$ cat src/sv/bdr_pkg.sv
// shared types and constants for the button debounce, repeat and key fifo block
package bdr_pkg;

	localparam int NUM_BTN  = 4;
	localparam int CODE_W   = 8;
	localparam int FILTER_W = 7;
	localparam int CNT_W    = 8;
	localparam int LONG_W   = 10;
	localparam int REP_W    = 8;
	localparam int CFG_IW   = 3;
	localparam int CFG_DW   = 10;

	localparam logic [FILTER_W-1:0] FILTER_RST = 7'd5;
	localparam logic [LONG_W-1:0]   LONG_RST   = 10'd100;
	localparam logic [REP_W-1:0]    PERIOD_RST = 8'd10;
	localparam logic [NUM_BTN-1:0]  ENABLE_RST = 4'd3;
	localparam logic [CNT_W-1:0]    DEB_RST    = 8'd2;
	localparam logic [CODE_W-1:0]   CODE_UP_RST    = 8'd1;
	localparam logic [CODE_W-1:0]   CODE_DOWN_RST  = 8'd2;
	localparam logic [CODE_W-1:0]   CODE_LEFT_RST  = 8'd3;
	localparam logic [CODE_W-1:0]   CODE_RIGHT_RST = 8'd4;

	typedef enum logic [CFG_IW-1:0] {
		CFG_FILTER     = 3'd0,
		CFG_LONG       = 3'd1,
		CFG_PERIOD     = 3'd2,
		CFG_ENABLE     = 3'd3,
		CFG_CODE_UP    = 3'd4,
		CFG_CODE_DOWN  = 3'd5,
		CFG_CODE_LEFT  = 3'd6,
		CFG_CODE_RIGHT = 3'd7
	} cfg_idx_t;

	typedef enum logic {
		KIND_TICK = 1'b0,
		KIND_READ = 1'b1
	} kind_t;

	typedef struct packed {
		logic [FILTER_W-1:0] filter;
		logic [LONG_W-1:0]   long_time;
		logic [REP_W-1:0]    period;
	} lane_cfg_t;

	typedef struct packed {
		logic [NUM_BTN-1:0]             v;
		logic [NUM_BTN-1:0][CODE_W-1:0] code;
	} push_req_t;

endpackage

$ cat src/sv/bdr_lane.sv
// one button lane: integrating debounce, long-press and repeat counters
module bdr_lane (
	input  logic                     clk,
	input  logic                     arst_n,
	input  logic                     go,
	input  logic                     down,
	input  logic                     rep_en,
	input  bdr_pkg::lane_cfg_t       cfg,
	output logic                     push
);

	logic [bdr_pkg::CNT_W-1:0]  cnt_q, cnt_d;
	logic                       held_q, held_d;
	logic [bdr_pkg::LONG_W-1:0] long_q, long_d;
	logic [bdr_pkg::REP_W-1:0]  rep_q, rep_d;
	logic [bdr_pkg::CNT_W-1:0]  ft, top;
	logic [bdr_pkg::REP_W-1:0]  rep_inc;

	assign ft      = {1'b0, cfg.filter};
	assign top     = {cfg.filter, 1'b0};
	assign rep_inc = rep_q + 1'b1;

	always_comb begin
		cnt_d  = cnt_q;
		held_d = held_q;
		long_d = long_q;
		rep_d  = rep_q;
		push   = 1'b0;
		if (down) begin
			if (cnt_q < ft) begin
				cnt_d = ft;
			end else if (cnt_q < top) begin
				cnt_d = cnt_q + 1'b1;
			end else begin
				if (!held_q) begin
					held_d = 1'b1;
					push   = 1'b1;
				end
				if (cfg.long_time != '0) begin
					if (long_q < cfg.long_time) begin
						long_d = long_q + 1'b1;
					end else if (cfg.period != '0 && rep_en) begin
						if (rep_inc >= cfg.period) begin
							rep_d = '0;
							push  = 1'b1;
						end else begin
							rep_d = rep_inc;
						end
					end
				end
			end
		end else begin
			if (cnt_q > ft) begin
				cnt_d = ft;
			end else if (cnt_q != '0) begin
				cnt_d = cnt_q - 1'b1;
			end else begin
				held_d = 1'b0;
			end
			long_d = '0;
			rep_d  = '0;
		end
	end

	always_ff @(posedge clk or negedge arst_n) begin
		if (!arst_n) begin
			cnt_q  <= bdr_pkg::DEB_RST;
			held_q <= 1'b0;
			long_q <= '0;
			rep_q  <= '0;
		end else if (go) begin
			cnt_q  <= cnt_d;
			held_q <= held_d;
			long_q <= long_d;
			rep_q  <= rep_d;
		end
	end

endmodule

$ cat src/sv/bdr_fifo.sv
// key code ring fifo with push staging and registered pop read
module bdr_fifo #(
	parameter int FIFO_DEPTH = 16
) (
	input  logic                        clk,
	input  logic                        arst_n,
	input  logic                        load,
	input  bdr_pkg::push_req_t          req,
	output logic                        busy,
	input  logic                        pop,
	output logic [bdr_pkg::CODE_W-1:0]  rd_code
);

	localparam int AW = (FIFO_DEPTH > 1) ? $clog2(FIFO_DEPTH) : 1;

	logic [bdr_pkg::CODE_W-1:0] mem [FIFO_DEPTH];
	logic [bdr_pkg::CODE_W-1:0] mem_rd_q;
	logic                       empty_q;
	logic [AW-1:0]              rd_q, wr_q;
	logic [bdr_pkg::NUM_BTN-1:0]                     pend_q;
	logic [bdr_pkg::NUM_BTN-1:0][bdr_pkg::CODE_W-1:0] pend_code_q;
	logic [1:0]                 sel;
	logic                       empty;

	assign busy    = |pend_q;
	assign empty   = (rd_q == wr_q);
	assign rd_code = empty_q ? '0 : mem_rd_q;

	// lowest pending button goes first
	always_comb begin
		sel = '0;
		for (int i = bdr_pkg::NUM_BTN - 1; i >= 0; i--) begin
			if (pend_q[i]) begin
				sel = 2'(i);
			end
		end
	end

	always_ff @(posedge clk or negedge arst_n) begin
		if (!arst_n) begin
			pend_q <= '0;
			rd_q   <= '0;
			wr_q   <= '0;
		end else begin
			if (load) begin
				pend_q <= req.v;
			end else if (busy) begin
				pend_q[sel] <= 1'b0;
				wr_q <= (wr_q == AW'(FIFO_DEPTH - 1)) ? '0 : wr_q + 1'b1;
			end
			if (pop && !empty) begin
				rd_q <= (rd_q == AW'(FIFO_DEPTH - 1)) ? '0 : rd_q + 1'b1;
			end
		end
	end

	always_ff @(posedge clk) begin
		if (load) begin
			pend_code_q <= req.code;
		end
		if (busy) begin
			mem[wr_q] <= pend_code_q[sel];
		end
		if (pop) begin
			mem_rd_q <= mem[rd_q];
			empty_q  <= empty;
		end
	end

endmodule

$ cat src/sv/button_debounce_repeat_fifo.sv
// top level: four-button debounce with auto-repeat feeding a key code fifo
//
//  channel | handshake              | payload
//  --------+------------------------+----------------------------
//  in      | in_valid / in_stall    | kind, pressed
//  out     | out_valid / out_stall  | key_code
//  cfg     | cfg_valid / cfg_ready  | cfg_index, cfg_data
//
// an item is registered, then worked once it is not stalled; a read result is
// written into the output register as its item is worked
// a tick that pushes codes holds the input while the single
// fifo write port drains them; otherwise one item per cycle
// a read waits while the output register is full and stalled
// reset presets counters and clears pointers; fifo contents are not cleared
module button_debounce_repeat_fifo #(
	parameter int FIFO_DEPTH = 16
) (
	input  logic                          clk,
	input  logic                          arst_n,
	input  logic                          in_valid,
	output logic                          in_stall,
	input  logic                          kind,
	input  logic [bdr_pkg::NUM_BTN-1:0]   pressed,
	output logic                          out_valid,
	input  logic                          out_stall,
	output logic [bdr_pkg::CODE_W-1:0]    key_code,
	input  logic                          cfg_valid,
	output logic                          cfg_ready,
	input  logic [bdr_pkg::CFG_IW-1:0]    cfg_index,
	input  logic [bdr_pkg::CFG_DW-1:0]    cfg_data
);

	logic [bdr_pkg::FILTER_W-1:0]                    filter_q;
	logic [bdr_pkg::LONG_W-1:0]                      long_q;
	logic [bdr_pkg::REP_W-1:0]                       period_q;
	logic [bdr_pkg::NUM_BTN-1:0]                     enable_q;
	logic [bdr_pkg::NUM_BTN-1:0][bdr_pkg::CODE_W-1:0] code_q;

	logic                        valid_s1;
	logic                        kind_s1;
	logic [bdr_pkg::NUM_BTN-1:0] pressed_s1;
	logic                        out_valid_q;
	logic                        busy, out_free, go_s1, tick_go, read_go, accept;
	logic [bdr_pkg::NUM_BTN-1:0] lane_push;
	bdr_pkg::lane_cfg_t          lane_cfg;
	bdr_pkg::push_req_t          req;

	assign cfg_ready = 1'b1;

	always_ff @(posedge clk or negedge arst_n) begin
		if (!arst_n) begin
			filter_q <= bdr_pkg::FILTER_RST;
			long_q   <= bdr_pkg::LONG_RST;
			period_q <= bdr_pkg::PERIOD_RST;
			enable_q <= bdr_pkg::ENABLE_RST;
			code_q[0] <= bdr_pkg::CODE_UP_RST;
			code_q[1] <= bdr_pkg::CODE_DOWN_RST;
			code_q[2] <= bdr_pkg::CODE_LEFT_RST;
			code_q[3] <= bdr_pkg::CODE_RIGHT_RST;
		end else if (cfg_valid && cfg_ready) begin
			case (bdr_pkg::cfg_idx_t'(cfg_index))
				bdr_pkg::CFG_FILTER:     filter_q  <= cfg_data[bdr_pkg::FILTER_W-1:0];
				bdr_pkg::CFG_LONG:       long_q    <= cfg_data[bdr_pkg::LONG_W-1:0];
				bdr_pkg::CFG_PERIOD:     period_q  <= cfg_data[bdr_pkg::REP_W-1:0];
				bdr_pkg::CFG_ENABLE:     enable_q  <= cfg_data[bdr_pkg::NUM_BTN-1:0];
				bdr_pkg::CFG_CODE_UP:    code_q[0] <= cfg_data[bdr_pkg::CODE_W-1:0];
				bdr_pkg::CFG_CODE_DOWN:  code_q[1] <= cfg_data[bdr_pkg::CODE_W-1:0];
				bdr_pkg::CFG_CODE_LEFT:  code_q[2] <= cfg_data[bdr_pkg::CODE_W-1:0];
				bdr_pkg::CFG_CODE_RIGHT: code_q[3] <= cfg_data[bdr_pkg::CODE_W-1:0];
				default: ;
			endcase
		end
	end

	assign out_free = !out_valid_q || !out_stall;
	assign go_s1    = valid_s1 && !busy &&
	                  (kind_s1 == bdr_pkg::KIND_TICK || out_free);
	assign tick_go  = go_s1 && kind_s1 == bdr_pkg::KIND_TICK;
	assign read_go  = go_s1 && kind_s1 == bdr_pkg::KIND_READ;
	assign in_stall = valid_s1 && !go_s1;
	assign accept   = in_valid && !in_stall;

	always_ff @(posedge clk or negedge arst_n) begin
		if (!arst_n) begin
			valid_s1    <= 1'b0;
			out_valid_q <= 1'b0;
		end else begin
			if (accept) begin
				valid_s1 <= 1'b1;
			end else if (go_s1) begin
				valid_s1 <= 1'b0;
			end
			if (read_go) begin
				out_valid_q <= 1'b1;
			end else if (!out_stall) begin
				out_valid_q <= 1'b0;
			end
		end
	end

	always_ff @(posedge clk) begin
		if (accept) begin
			kind_s1    <= kind;
			pressed_s1 <= pressed;
		end
	end

	assign lane_cfg.filter    = filter_q;
	assign lane_cfg.long_time = long_q;
	assign lane_cfg.period    = period_q;

	for (genvar b = 0; b < bdr_pkg::NUM_BTN; b++) begin : g_lane
		bdr_lane u_lane (
			.clk    (clk),
			.arst_n (arst_n),
			.go     (tick_go),
			.down   (pressed_s1[b]),
			.rep_en (enable_q[b]),
			.cfg    (lane_cfg),
			.push   (lane_push[b])
		);
		assign req.v[b]    = lane_push[b] && code_q[b] != '0;
		assign req.code[b] = code_q[b];
	end

	bdr_fifo #(
		.FIFO_DEPTH (FIFO_DEPTH)
	) u_fifo (
		.clk     (clk),
		.arst_n  (arst_n),
		.load    (tick_go),
		.req     (req),
		.busy    (busy),
		.pop     (read_go),
		.rd_code (key_code)
	);

	assign out_valid = out_valid_q;

endmodule

$ cat config.mk
export PLATFORM = sky130hd
export DESIGN_NAME = button_debounce_repeat_fifo
export DESIGN_NICKNAME = d
export VERILOG_FILES = /design/src/sv/bdr_pkg.sv /design/src/sv/bdr_lane.sv /design/src/sv/bdr_fifo.sv /design/src/sv/button_debounce_repeat_fifo.sv
export SDC_FILE = /design/constraint.sdc
export NUM_CORES = 1
export LEC_CHECK = 0
export BUFFER_PORTS_ARGS = -buffer_cell sky130_fd_sc_hd__buf_2
export CORE_MARGIN = 2
export CORE_UTILIZATION = 57
export DETAILED_ROUTE_END_ITERATION = 8
export GPL_ROUTABILITY_DRIVEN = 0
export PLACE_DENSITY = 0.73
export REMOVE_ABC_BUFFERS = 1
export SLEW_MARGIN = 0
export SYNTH_ARGS = -nofsm -noshare
export SYNTH_HDL_FRONTEND = slang
export SYNTH_SLANG_ARGS = --single-unit
export TNS_END_PERCENT = 20
$ cat constraint.sdc
create_clock -name clk -period 5.25 [get_ports clk]
set_input_delay 0.7875 -clock clk [delete_from_list [all_inputs] [get_ports clk]]
set_output_delay 0.7875 -clock clk [all_outputs]
set_load 0.005 [all_outputs]
# After elaboration in Yosys (flattened, before gate mapping)
# Memories as Yosys holds them, arrays and structs flattened. A register that Yosys moved wholly into a read port is not among the register bits.
# Index checks and enable logic that the tools add are counted.
[totals]
n_memories = 1
regBits = 221
wordCells = 334
ram_bits = 128
[op_classes]
n_addsub = 18
order_cmp = 22
reduce_logical = 67
eq_ne = 47
n_bitwise = 4
mux = 139
[memory_table]
columns = ["memory", "depth", "width", "rd", "rd_ports_with_merged_regs", "wr", "line_no", "text"]
rows = [
  ["u_fifo.mem", 16, 8, 1, 1, 1, "bdr_fifo.sv:16", "logic [bdr_pkg::CODE_W-1:0] mem [FIFO_DEPTH];"],
]
[op_table]
columns = ["op", "count"]
rows = [
  ["8-bit 2-to-1 mux", 50],
  ["10-bit 2-to-1 mux", 20],
  ["8-bit nonzero test", 9],
  ["8-bit by 1-bit adder with 8-bit output (second input constant)", 8],
  ["1-bit 2-to-1 mux", 59],
  ["10-bit by 1-bit adder with 10-bit output (second input constant)", 4],
  ["10-bit less-than comparator", 4],
  ["2-bit != test (second input constant)", 20],
  ["5-bit AND reduction", 8],
  ["8-bit >= comparator", 4],
  ["8-bit by 7-bit greater-than comparator with 1-bit output", 4],
  ["8-bit by 7-bit less-than comparator with 1-bit output", 4],
  ["8-bit less-than comparator", 4],
  ["8-bit by 1-bit subtractor with 8-bit output (second input constant)", 4],
  ["2-bit by 1-bit != test with 1-bit output (second input constant)", 13],
  ["6-bit AND reduction", 4],
  ["2-bit AND reduction", 9],
  ["8-bit binary-select mux with 2-bit select", 1],
  ["1-bit logical AND", 16],
  ["4-bit 2-to-1 mux", 4],
  ["3-bit == test (second input constant)", 4],
  ["3-bit by 1-bit != test with 1-bit output (second input constant)", 4],
  ["3-bit AND reduction", 4],
  ["3-bit nonzero test", 4],
  ["other kinds (18)", 32],
]

# Depth between registers and ports, before layout
# Gate-level depths: netlist of run 1.
[logic_depth]
depth_word = 12
depth_mapped = 12
depth_no_buf = 12

# Hierarchy
# Synthesis of run 1 repeated with hierarchy kept, for this count alone.
[unflattened]
hier_cells = 1851
area_unflattened_um2 = 21212.8
[by_module_without_submodules]
columns = ["mod", "cells_each", "area_each_um2", "n_inst"]
rows = [
  ["bdr_lane (g_lane[0].u_lane ...)", 323, 2865.2, 3],
  ["bdr_fifo", 381, 7146.9, 1],
  ["button_debounce_repeat_fifo", 169, 2737.6, 1],
  ["bdr_lane (g_lane[3].u_lane)", 332, 2732.6, 1],
]

# Worst setup path before layout of run 1
# No wires, ideal clock.
[synth_path]
path_kind = "register -> register"
from = "reg filter_q[2] (netlist name)"
to = "reg g_lane[0].u_lane.cnt_q[0] (netlist name)"
path_stages_with_launch = 12
slack_ns = 2.346
setup_time_ns = 0.124
arrival_time_ns = 2.781
t_required_ns = 5.126
path_cell_list = "dfstp_2 > inv_1 > ha_1 > a21oi_1 > nand2_1 > a221oi_1 > o21a_1 > buf_2 > a311o_1 > buf_2 > nor3_1 > a211o_1"
[synth_between]
elab_chain_cells = 3
[synth_rtl]
columns = ["item", "line_no", "text"]
rows = [
  ["start, declared", "button_debounce_repeat_fifo.sv:33", "logic [bdr_pkg::FILTER_W-1:0] filter_q;"],
  ["start signal, assigned", "button_debounce_repeat_fifo.sv:52", "filter_q <= bdr_pkg::FILTER_RST;"],
  ["start signal, assigned", "button_debounce_repeat_fifo.sv:62", "bdr_pkg::CFG_FILTER: filter_q <= cfg_data[bdr_pkg::FILTER_W-1:0];"],
  ["8-bit less-than comparator, or another cell as far along", "bdr_lane.sv:32", "end else if (cnt_q < top) begin"],
  ["3-bit by 1-bit != test with 1-bit output (no source line), or another cell as far along", "-", ""],
  ["3-bit AND reduction (no source line) or 8-bit 2-to-1 mux (tied branches)", "-", ""],
  ["end signal, assigned", "bdr_lane.sv:67", "cnt_q <= bdr_pkg::DEB_RST;"],
  ["end signal, assigned", "bdr_lane.sv:72", "cnt_q <= cnt_d;"],
  ["end, declared", "bdr_lane.sv:12", "logic [bdr_pkg::CNT_W-1:0] cnt_q, cnt_d;"],
]
# Several ways; a longest one is shown, not always the timed one.
# A chain may end at the register's enable or synchronous reset.

# Worst setup path in the final report of run 1
[layout_path]
from = "reg filter_q[4] (netlist name)"
to = "reg g_lane[0].u_lane.cnt_q[0] (netlist name)"
# Same word-level chain as after synthesis.

==> results of run 1 <==
[cell type report]
| type | instances | area [µm²] | share of cell area |
|---|---|---|---|
| clock buffers | 52 | 1130 | 0.0520 |
| clock inverters | 18 | 153 | 0.00705 |
| inverters | 70 | 264 | 0.0122 |
| multi-input cells | 1318 | 9450 | 0.436 |
| flip-flops and latches | 357 | 9830 | 0.454 |
| well taps | 455 | 569 | 0.0263 |
| repair buffers | 43 | 264 | 0.0122 |
[synth_stat cells, drive strengths merged, types with 22 or more instances]
library cell / n / area (µm²)
nand2: 178 / 676
edfxtp: 174 / 5230
dfrtp: 165 / 4130
ha: 145 / 1810
o21ai: 138 / 698
a21oi: 82 / 414
nor2: 78 / 295
nand3: 75 / 375
inv: 67 / 251
clkbuf: 49 / 184
mux2: 48 / 541
mux2i: 43 / 430
a21o: 35 / 263
nor3: 31 / 165
nand4: 27 / 169
nand2b: 23 / 144
nor4: 23 / 159
and2: 22 / 138
o31ai: 22 / 165
or3: 22 / 138
[sequential cells by signal (all words and copies together), names as in the netlist, 7 cells and up]
signal,flops
filter_q,7
period_q,8
u_fifo.mem,128
code_q,32
g_lane.u_lane.long_q,40
u_fifo.mem_rd_q,8
g_lane.u_lane.cnt_q,32
g_lane.u_lane.rep_q,32
u_fifo.pend_code_q,32
long_q,10
[cells by family (layout without fill, tap and decap cells)]
group	count (synthesis)	after routing	share of synthesized area
flops	357	357	0.497
xor+xnor	37	37	0.0164
buf+inv	133	183	0.0262
mux	107	107	0.0673
other cells	1	1	0.000190
simple gates	575	575	0.150
compound gates	453	453	0.152
fa+ha+maj	145	145	0.0917
[power by group through the flow]
stage               registers [mW]  logic, mW  clock network (mW)
finish                        4.29       3.91                2.71
CTS                           4.27       3.86                2.75
global route                  4.35       4.32                2.86
detailed placement            4.32       3.83                   0
global placement              4.30       3.72                   0
floorplan                     4.10       2.73                   0
[metal layers]
metal / share of wire / routed length, µm / vias up
met5: 0 / 0 / -
met4: 0.034 / 1730 / 0
met3: 0.067 / 3370 / 120
met2: 0.48 / 24400 / 573
met1: 0.42 / 21100 / 7373
li1: - / - / 6916
[worst paths after layout]
kind                                                    endpoint  slack (ps)                    start  cells past startpoint
max                        g_lane[0].u_lane.cnt_q[0]$_DFFE_PN0P_        1350  filter_q[4]$_DFFE_PN0P_                      9
min                                       code_q[11]$_DFFE_PN0P_         190                   arst_n                      1
max reg2reg                g_lane[0].u_lane.cnt_q[0]$_DFFE_PN0P_        1350  filter_q[4]$_DFFE_PN0P_                      9
min reg2reg                     u_fifo.pend_code_q[19]$_DFFE_PP_         470   code_q[19]$_DFFE_PN0P_                      0
max in group asynchronous  g_lane[0].u_lane.cnt_q[2]$_DFFE_PN0P_        3990                   arst_n                      2
min in group clk                         pressed_s1[2]$_DFFE_PP_         400               pressed[2]                      1
[cells in the final DEF (no fill, tap or decap), types with 40 or more instances in the layout]
cell	n
mux2_2	47
ha_1	145
clkbuf_16	40
nand3_1	75
o21ai_0	132
a21oi_1	81
nand2_1	177
nor2_1	77
dfrtp_1	164
mux2i_1	43
inv_1	67
edfxtp_1	174
[per-stage QoR]
stage	power (mW)	utilization	cells
2_1_floorplan	6.83	-	1745
3_3_place_gp	8.02	0.593	2243
3_5_place_dp	8.15	0.593	2243
4_1_cts	10.9	0.630	2313
5_1_grt	11.5	0.630	2313
6_report	10.9	0.630	2313
==> impl_metrics.py, run 1 <==
metrics = {
    "sta": {
        "slew_headroom": 0.133,
        "slew_viol_final": 0,
        "postLayoutSetupSlackWorst_ps": 1350,
        "rsz0062_at_grt": "no",
        "fmax_mhz": 257,
        "fin_setup_tns_ps": 0,
        "setup_viol": 0,
        "fin_skew_ps": 14.3,
        "fin_hold_ws_ps": 191,
        "post-route-period-util": 0.742,
        "worst_slew_pin_slew_ps": 1290,
        "final_hold_viol_count": 0,
        "final.min_clock_period_ps": 3900,
    },
    "clock_network": {
        "cts_setup_buffers": 0,
        "path_clk_slew_ps": 60,
        "clk-insertion-delay-late_ps": 570,
        "cts_root_buffer": "clkbuf_16",
        "holdBufCountCts": 0,
        "clock-sinks": 357,
        "cts-buffers-inserted": 38,
        "clock_path_buffers": 3,
        "h-tree-depth": 2,
        "cts_tree": "done",
        "post_cts_resized": 0,
    },
    "pwr": {
        "powerDensity_nw_per_um2": 504,
        "seqPwrFrac": 0.393,
        "vdd_drop_max_mv": 0.381,
        "p_sw_frac": 0.389,
        "p_comb_frac": 0.358,
        "clkPwrFrac": 0.249,
        "p_int_mw": 6.67,
        "leakage_nw": 8.97,
        "switchingPower_mw": 4.24,
    },
    "worst_setup_path": {
        "crit_path_end_kind": "flip-flop",
        "cpPeakStageDelay_ps": 950,
        "crit_arrival_ps": 4350,
        "path_buf_inv": 1,
        "timing_worst_setup_path_type": "reg2reg",
        "cpMaxStageDelayCell": "nor4_1",
        "cp_cell_sequence": "inv_1, ha_1, nand3_1, nor3b_1, a221oi_1, nor4_1, a311o_1, nor3_1, a211o_1",
        "crit_fanout": 11,
        "start_kind": "flip-flop",
        "required_ps": 5700,
        "cp_top_family": "simple AND/OR/NAND/NOR gates",
    },
    "synth": {
        "ys_warn_count": 0,
        "synth_edf_count": 174,
        "avgSynthCellArea_um2": 10.9,
        "ys_ff_latch": 357,
        "synth_ff_type": "edfxtp_1",
        "synth.distinct_cells": 93,
        "yosysSeqAreaShare": 0.497,
        "syn_area_um2": 19800,
        "synthCells": 1808,
        "async_reset_ff_frac": 0.513,
    },
    "route": {
        "wl_per_cell_um": 21.9,
        "vias": 15000,
        "ant_nets": 0,
        "drc": 0,
        "drt-pass1-iter-count": 5,
        "vias_per_cell": 6.48,
        "wl_um": 50600,
        "first_iter_violations": 1400,
    },
    "run_status": {
        "status": "complete, no violations",
    },
    "finish": {
        "antenna_cells": 0,
        "syn_to_final_growth_pct": 9.42,
        "layout-drive-gt1-share": 0.124,
        "nets": 1996,
        "num-fill-cells": 2680,
        "finalInstanceArea_um2": 21600,
    },
    "global_route": {
        "gr-usage-met2": 0.469,
        "grt_pass1_vias": 14400,
        "grt_max_degree": 128,
        "busiest_layer": "met2",
        "antenna_found_initial": 0,
        "grt_util_met1": 0.373,
        "use_met3": 0.0396,
        "overflow": 0,
        "grt_pass1_wl_um": 79700,
        "grtUsageTotal": 0.282,
    },
    "floorplanning": {
        "io_pins": 34,
        "rows": 68,
        "die_x_um": 190,
        "dieArea_um2": 36200,
        "core_area_um2": 34400,
        "initial_core_util": 0.576,
        "die_height_um": 190,
    },
    "place": {
        "place.port_buffers": 32,
        "dp_hpwl_um": 35000,
        "post-place-ws_ps": 1500,
        "placed_cell_area_um2": 20400,
    },
    "worst_hold_path": {
        "min_path_type": "in2async",
    },
    "job": {
        "cap_violations": 0,
    },
}
No activity file was read; power rests on OpenSTA's default activity.
==> run 2, diff against run 1 <==
- ABC_AREA: default -> 1
- clock period: 5.25 -> 3.67 ns (I/O delays scaled with it)
==> run 2 against run 1 <==
- global-route usage is 0.36 points lower
- hold slack got worse by 120 ps
- combinational power up 95%
- synthesized cell count up 40%
- clock skew is 17 ps higher
- critical path depth grew 2
- register-to-register slack got worse by 680 ps
- non-clock buffer count is 24 higher
- fmax rose by 30%
- die area grew 6.4%
- highest routed layer unchanged
==> impl_metrics.py, run 2 <==
metrics = {
    "run_status": {
        "status": "complete, no violations",
    },
    "finish": {
        "antenna_cells": 0,
        "final_common_cell": "nand2_1",
        "syn_to_final_growth_pct": 9.52,
        "largest_reg_flops": 128,
        "nets": 2723,
        "regMostFlops": "u_fifo.mem",
        "final_cells": 3053,
        "reg_top3": "u_fifo.mem (128), g_lane.u_lane.long_q (40)",
        "num-fill-cells": 3011,
        "layout-drive-gt1-share": 0.0832,
        "final_cell_mix": "738 x nand2_1, 294 x nand3_1, 225 x nor2_1, 207 x inv_1, 174 x edfxtp_1",
    },
    "synth": {
        "yosys-top-cells-area": "edfxtp_1 25%, dfrtp_1 20%, nand2_1 13%, ha_1 8.6%, nand3_1 7.0%",
        "synth.distinct_cells": 57,
        "syn_area_um2": 21100,
        "yosysTopAreaCellShare": 0.248,
        "synth_ff_type": "edfxtp_1",
        "avgSynthCellArea_um2": 8.35,
        "yosysSeqAreaShare": 0.466,
        "ys_warn_count": 0,
        "yosysMostFrequentCell": "nand2_1",
        "synthCells": 2524,
        "synth_common_cells": "738 x nand2_1, 294 x nand3_1, 225 x nor2_1",
        "yosys.area.top_type": "edfxtp_1",
        "synth_edf_count": 174,
        "ys_ff_latch": 357,
        "async_reset_ff_frac": 0.513,
    },
    "floorplanning": {
        "dieArea_um2": 38500,
        "rows": 70,
        "io_pins": 34,
        "die_height_um": 196,
        "initial_core_util": 0.577,
        "die_x_um": 196,
        "core_area_um2": 36500,
    },
    "worst_setup_path": {
        "start_kind": "flip-flop",
        "crit_top_cell": "nand2_1",
        "cp_cell_sequence": "clkinv_1, ha_1, nand3_1, nand2_1, nand2_1, nand2_1, nor2_1, a21oi_1, nand2_2, nand2_1, nand2_1",
        "regToRegStartpoint": "filter_q[1]$_DFFE_PN0P_",
        "cp_top_family": "simple AND/OR/NAND/NOR gates",
        "crit_fanout": 13,
        "cpMaxStageDelayCell": "a21oi_1",
        "crit_path_end_kind": "flip-flop",
        "required_ps": 4120,
        "timing_worst_setup_path_type": "reg2reg",
        "rr_endpoint": "g_lane[2].u_lane.long_q[8]$_DFFE_PN0P_",
        "reg2regPathDepth": 11,
        "r2r_slack_ps": 680,
        "cpPeakStageDelay_ps": 720,
        "crit_arrival_ps": 3440,
        "path_buf_inv": 1,
    },
    "pwr": {
        "leakage_nw": 10.9,
        "vdd_drop_max_mv": 0.378,
        "power.total_mw": 17.6,
        "powerDensity_nw_per_um2": 761,
    },
    "global_route": {
        "grt_max_degree": 89,
        "grt_pass1_vias": 16800,
        "antenna_found_initial": 0,
        "grtUsageTotal": 0.278,
        "overflow": 0,
        "grt_pass1_wl_um": 85600,
    },
    "route": {
        "wl_um": 52500,
        "drc": 0,
        "wl_per_cell_um": 17.2,
        "drt-pass1-iter-count": 6,
        "ant_nets": 0,
        "vias_per_cell": 5.71,
        "vias": 17400,
        "first_iter_violations": 1374,
    },
    "clock_network": {
        "h-tree-depth": 2,
        "cts-buffers-inserted": 38,
        "cts_setup_buffers": 0,
        "cts_tree": "done",
        "clock-sinks": 357,
        "path_clk_slew_ps": 60,
        "clock_path_buffers": 3,
        "cts_root_buffer": "clkbuf_16",
        "clk-insertion-delay-late_ps": 570,
        "holdBufCountCts": 0,
        "post_cts_resized": 0,
    },
    "place": {
        "dpl.cell_count": 2983,
        "dp_hpwl_um": 36600,
        "place.port_buffers": 32,
    },
    "worst_hold_path": {
        "min_path_type": "in2async",
    },
    "sta": {
        "rsz0062_at_grt": "no",
        "final_hold_viol_count": 0,
        "fin_setup_tns_ps": 0,
        "worst_slew_pin_slew_ps": 1000,
        "final.min_clock_period_ps": 2990,
        "slew_headroom": 0.328,
        "slew_viol_final": 0,
        "fmax_mhz": 334,
        "setup_viol": 0,
        "fin_skew_ps": 31.3,
        "post-route-period-util": 0.815,
    },
    "job": {
        "cap_violations": 0,
    },
}
[run 2: cell types whose count changed in the layout (fill, tap and decap cells not counted), moves of 22 or more]
cell / delta
buf_4: +24
a21o_1: -29
nand3_1: +219
nor2_1: +148
or3_1: -22
nand2_1: +561
inv_1: +140
o31ai_1: -22
nand2b_1: -23
mux2_2: -47
xor2_1: +45
mux2i_1: -43
and2_1: -22
[run 2: worst max-delay path by stage]
stage                                    start                                     end  depth (start not counted)
global route           filter_q[1]$_DFFE_PN0P_  g_lane[2].u_lane.long_q[9]$_DFFE_PN0P_                         11
finish                 filter_q[1]$_DFFE_PN0P_  g_lane[2].u_lane.long_q[8]$_DFFE_PN0P_                         11
CTS                    filter_q[1]$_DFFE_PN0P_  g_lane[1].u_lane.long_q[8]$_DFFE_PN0P_                         13
floorplan           u_fifo.rd_q[0]$_DFFE_PN0P_            u_fifo.mem_rd_q[6]$_DFFE_PP_                          5
global placement       filter_q[1]$_DFFE_PN0P_  g_lane[2].u_lane.long_q[6]$_DFFE_PN0P_                         11
detailed placement     filter_q[1]$_DFFE_PN0P_  g_lane[1].u_lane.long_q[8]$_DFFE_PN0P_                         13
[run 2: kinds of logic after synthesis]
logic type	count (synthesis)	share of synthesized area
flip-flops	357	0.466
AND/OR/NAND/NOR	1375	0.282
AO/OA/AOI/OAI	263	0.0738
XOR/XNOR	85	0.0353
other	1	0.000178
adder cells (fa/ha/maj)	145	0.0860
buffers and inverters	298	0.0562
[run 2: layout make-up]
type	count	area, µm²	share of cell area
repair buffers	67	444	0.0192
flip-flops and latches	357	9830	0.426
well taps	468	586	0.0254
multi-input cells	1869	10100	0.439
clock buffers	50	1050	0.0453
clock inverters	20	213	0.00921
inverters	222	837	0.0362
[run 2: through the flow]
| step | setup WS [ps] | instance area [µm²] | util | hold WS [ps] |
|---|---|---|---|---|
| 2_1_floorplan | 556 | 20700 | - | 255 |
| 3_3_place_gp | 804 | 21800 | 0.598 | 429 |
| 3_5_place_dp | 691 | 21800 | 0.598 | 434 |
| 4_1_cts | 700 | 23100 | 0.632 | 83.5 |
| 5_1_grt | 365 | 23100 | 0.632 | 119 |
| 6_report | 678 | 23100 | 0.632 | 67.0 |
[run 2: worst register-to-register path, stage by stage (launching register included)]
cell and delay (ps):
dfrtp_1 360, clkinv_1 420, ha_1 480, nand3_1 70, nand2_1 60, nand2_1 40
nand2_1 140, nor2_1 140, a21oi_1 720, nand2_2 290, nand2_1 130, nand2_1 60
[run 2: power by group]
group	switching, mW	total (mW)	internal [mW]
clock network	1.66	3.84	2.19
logic	5.10	7.62	2.52
registers	0.886	6.11	5.23
[run 2: routing by layer]
layer,vias up,GRT usage,routed length [µm]
li1,8498,-,-
met1,8215,0.364,21600
met2,621,0.465,25400
met3,110,0.0479,3930
met4,0,0.105,1660
met5,-,0,0
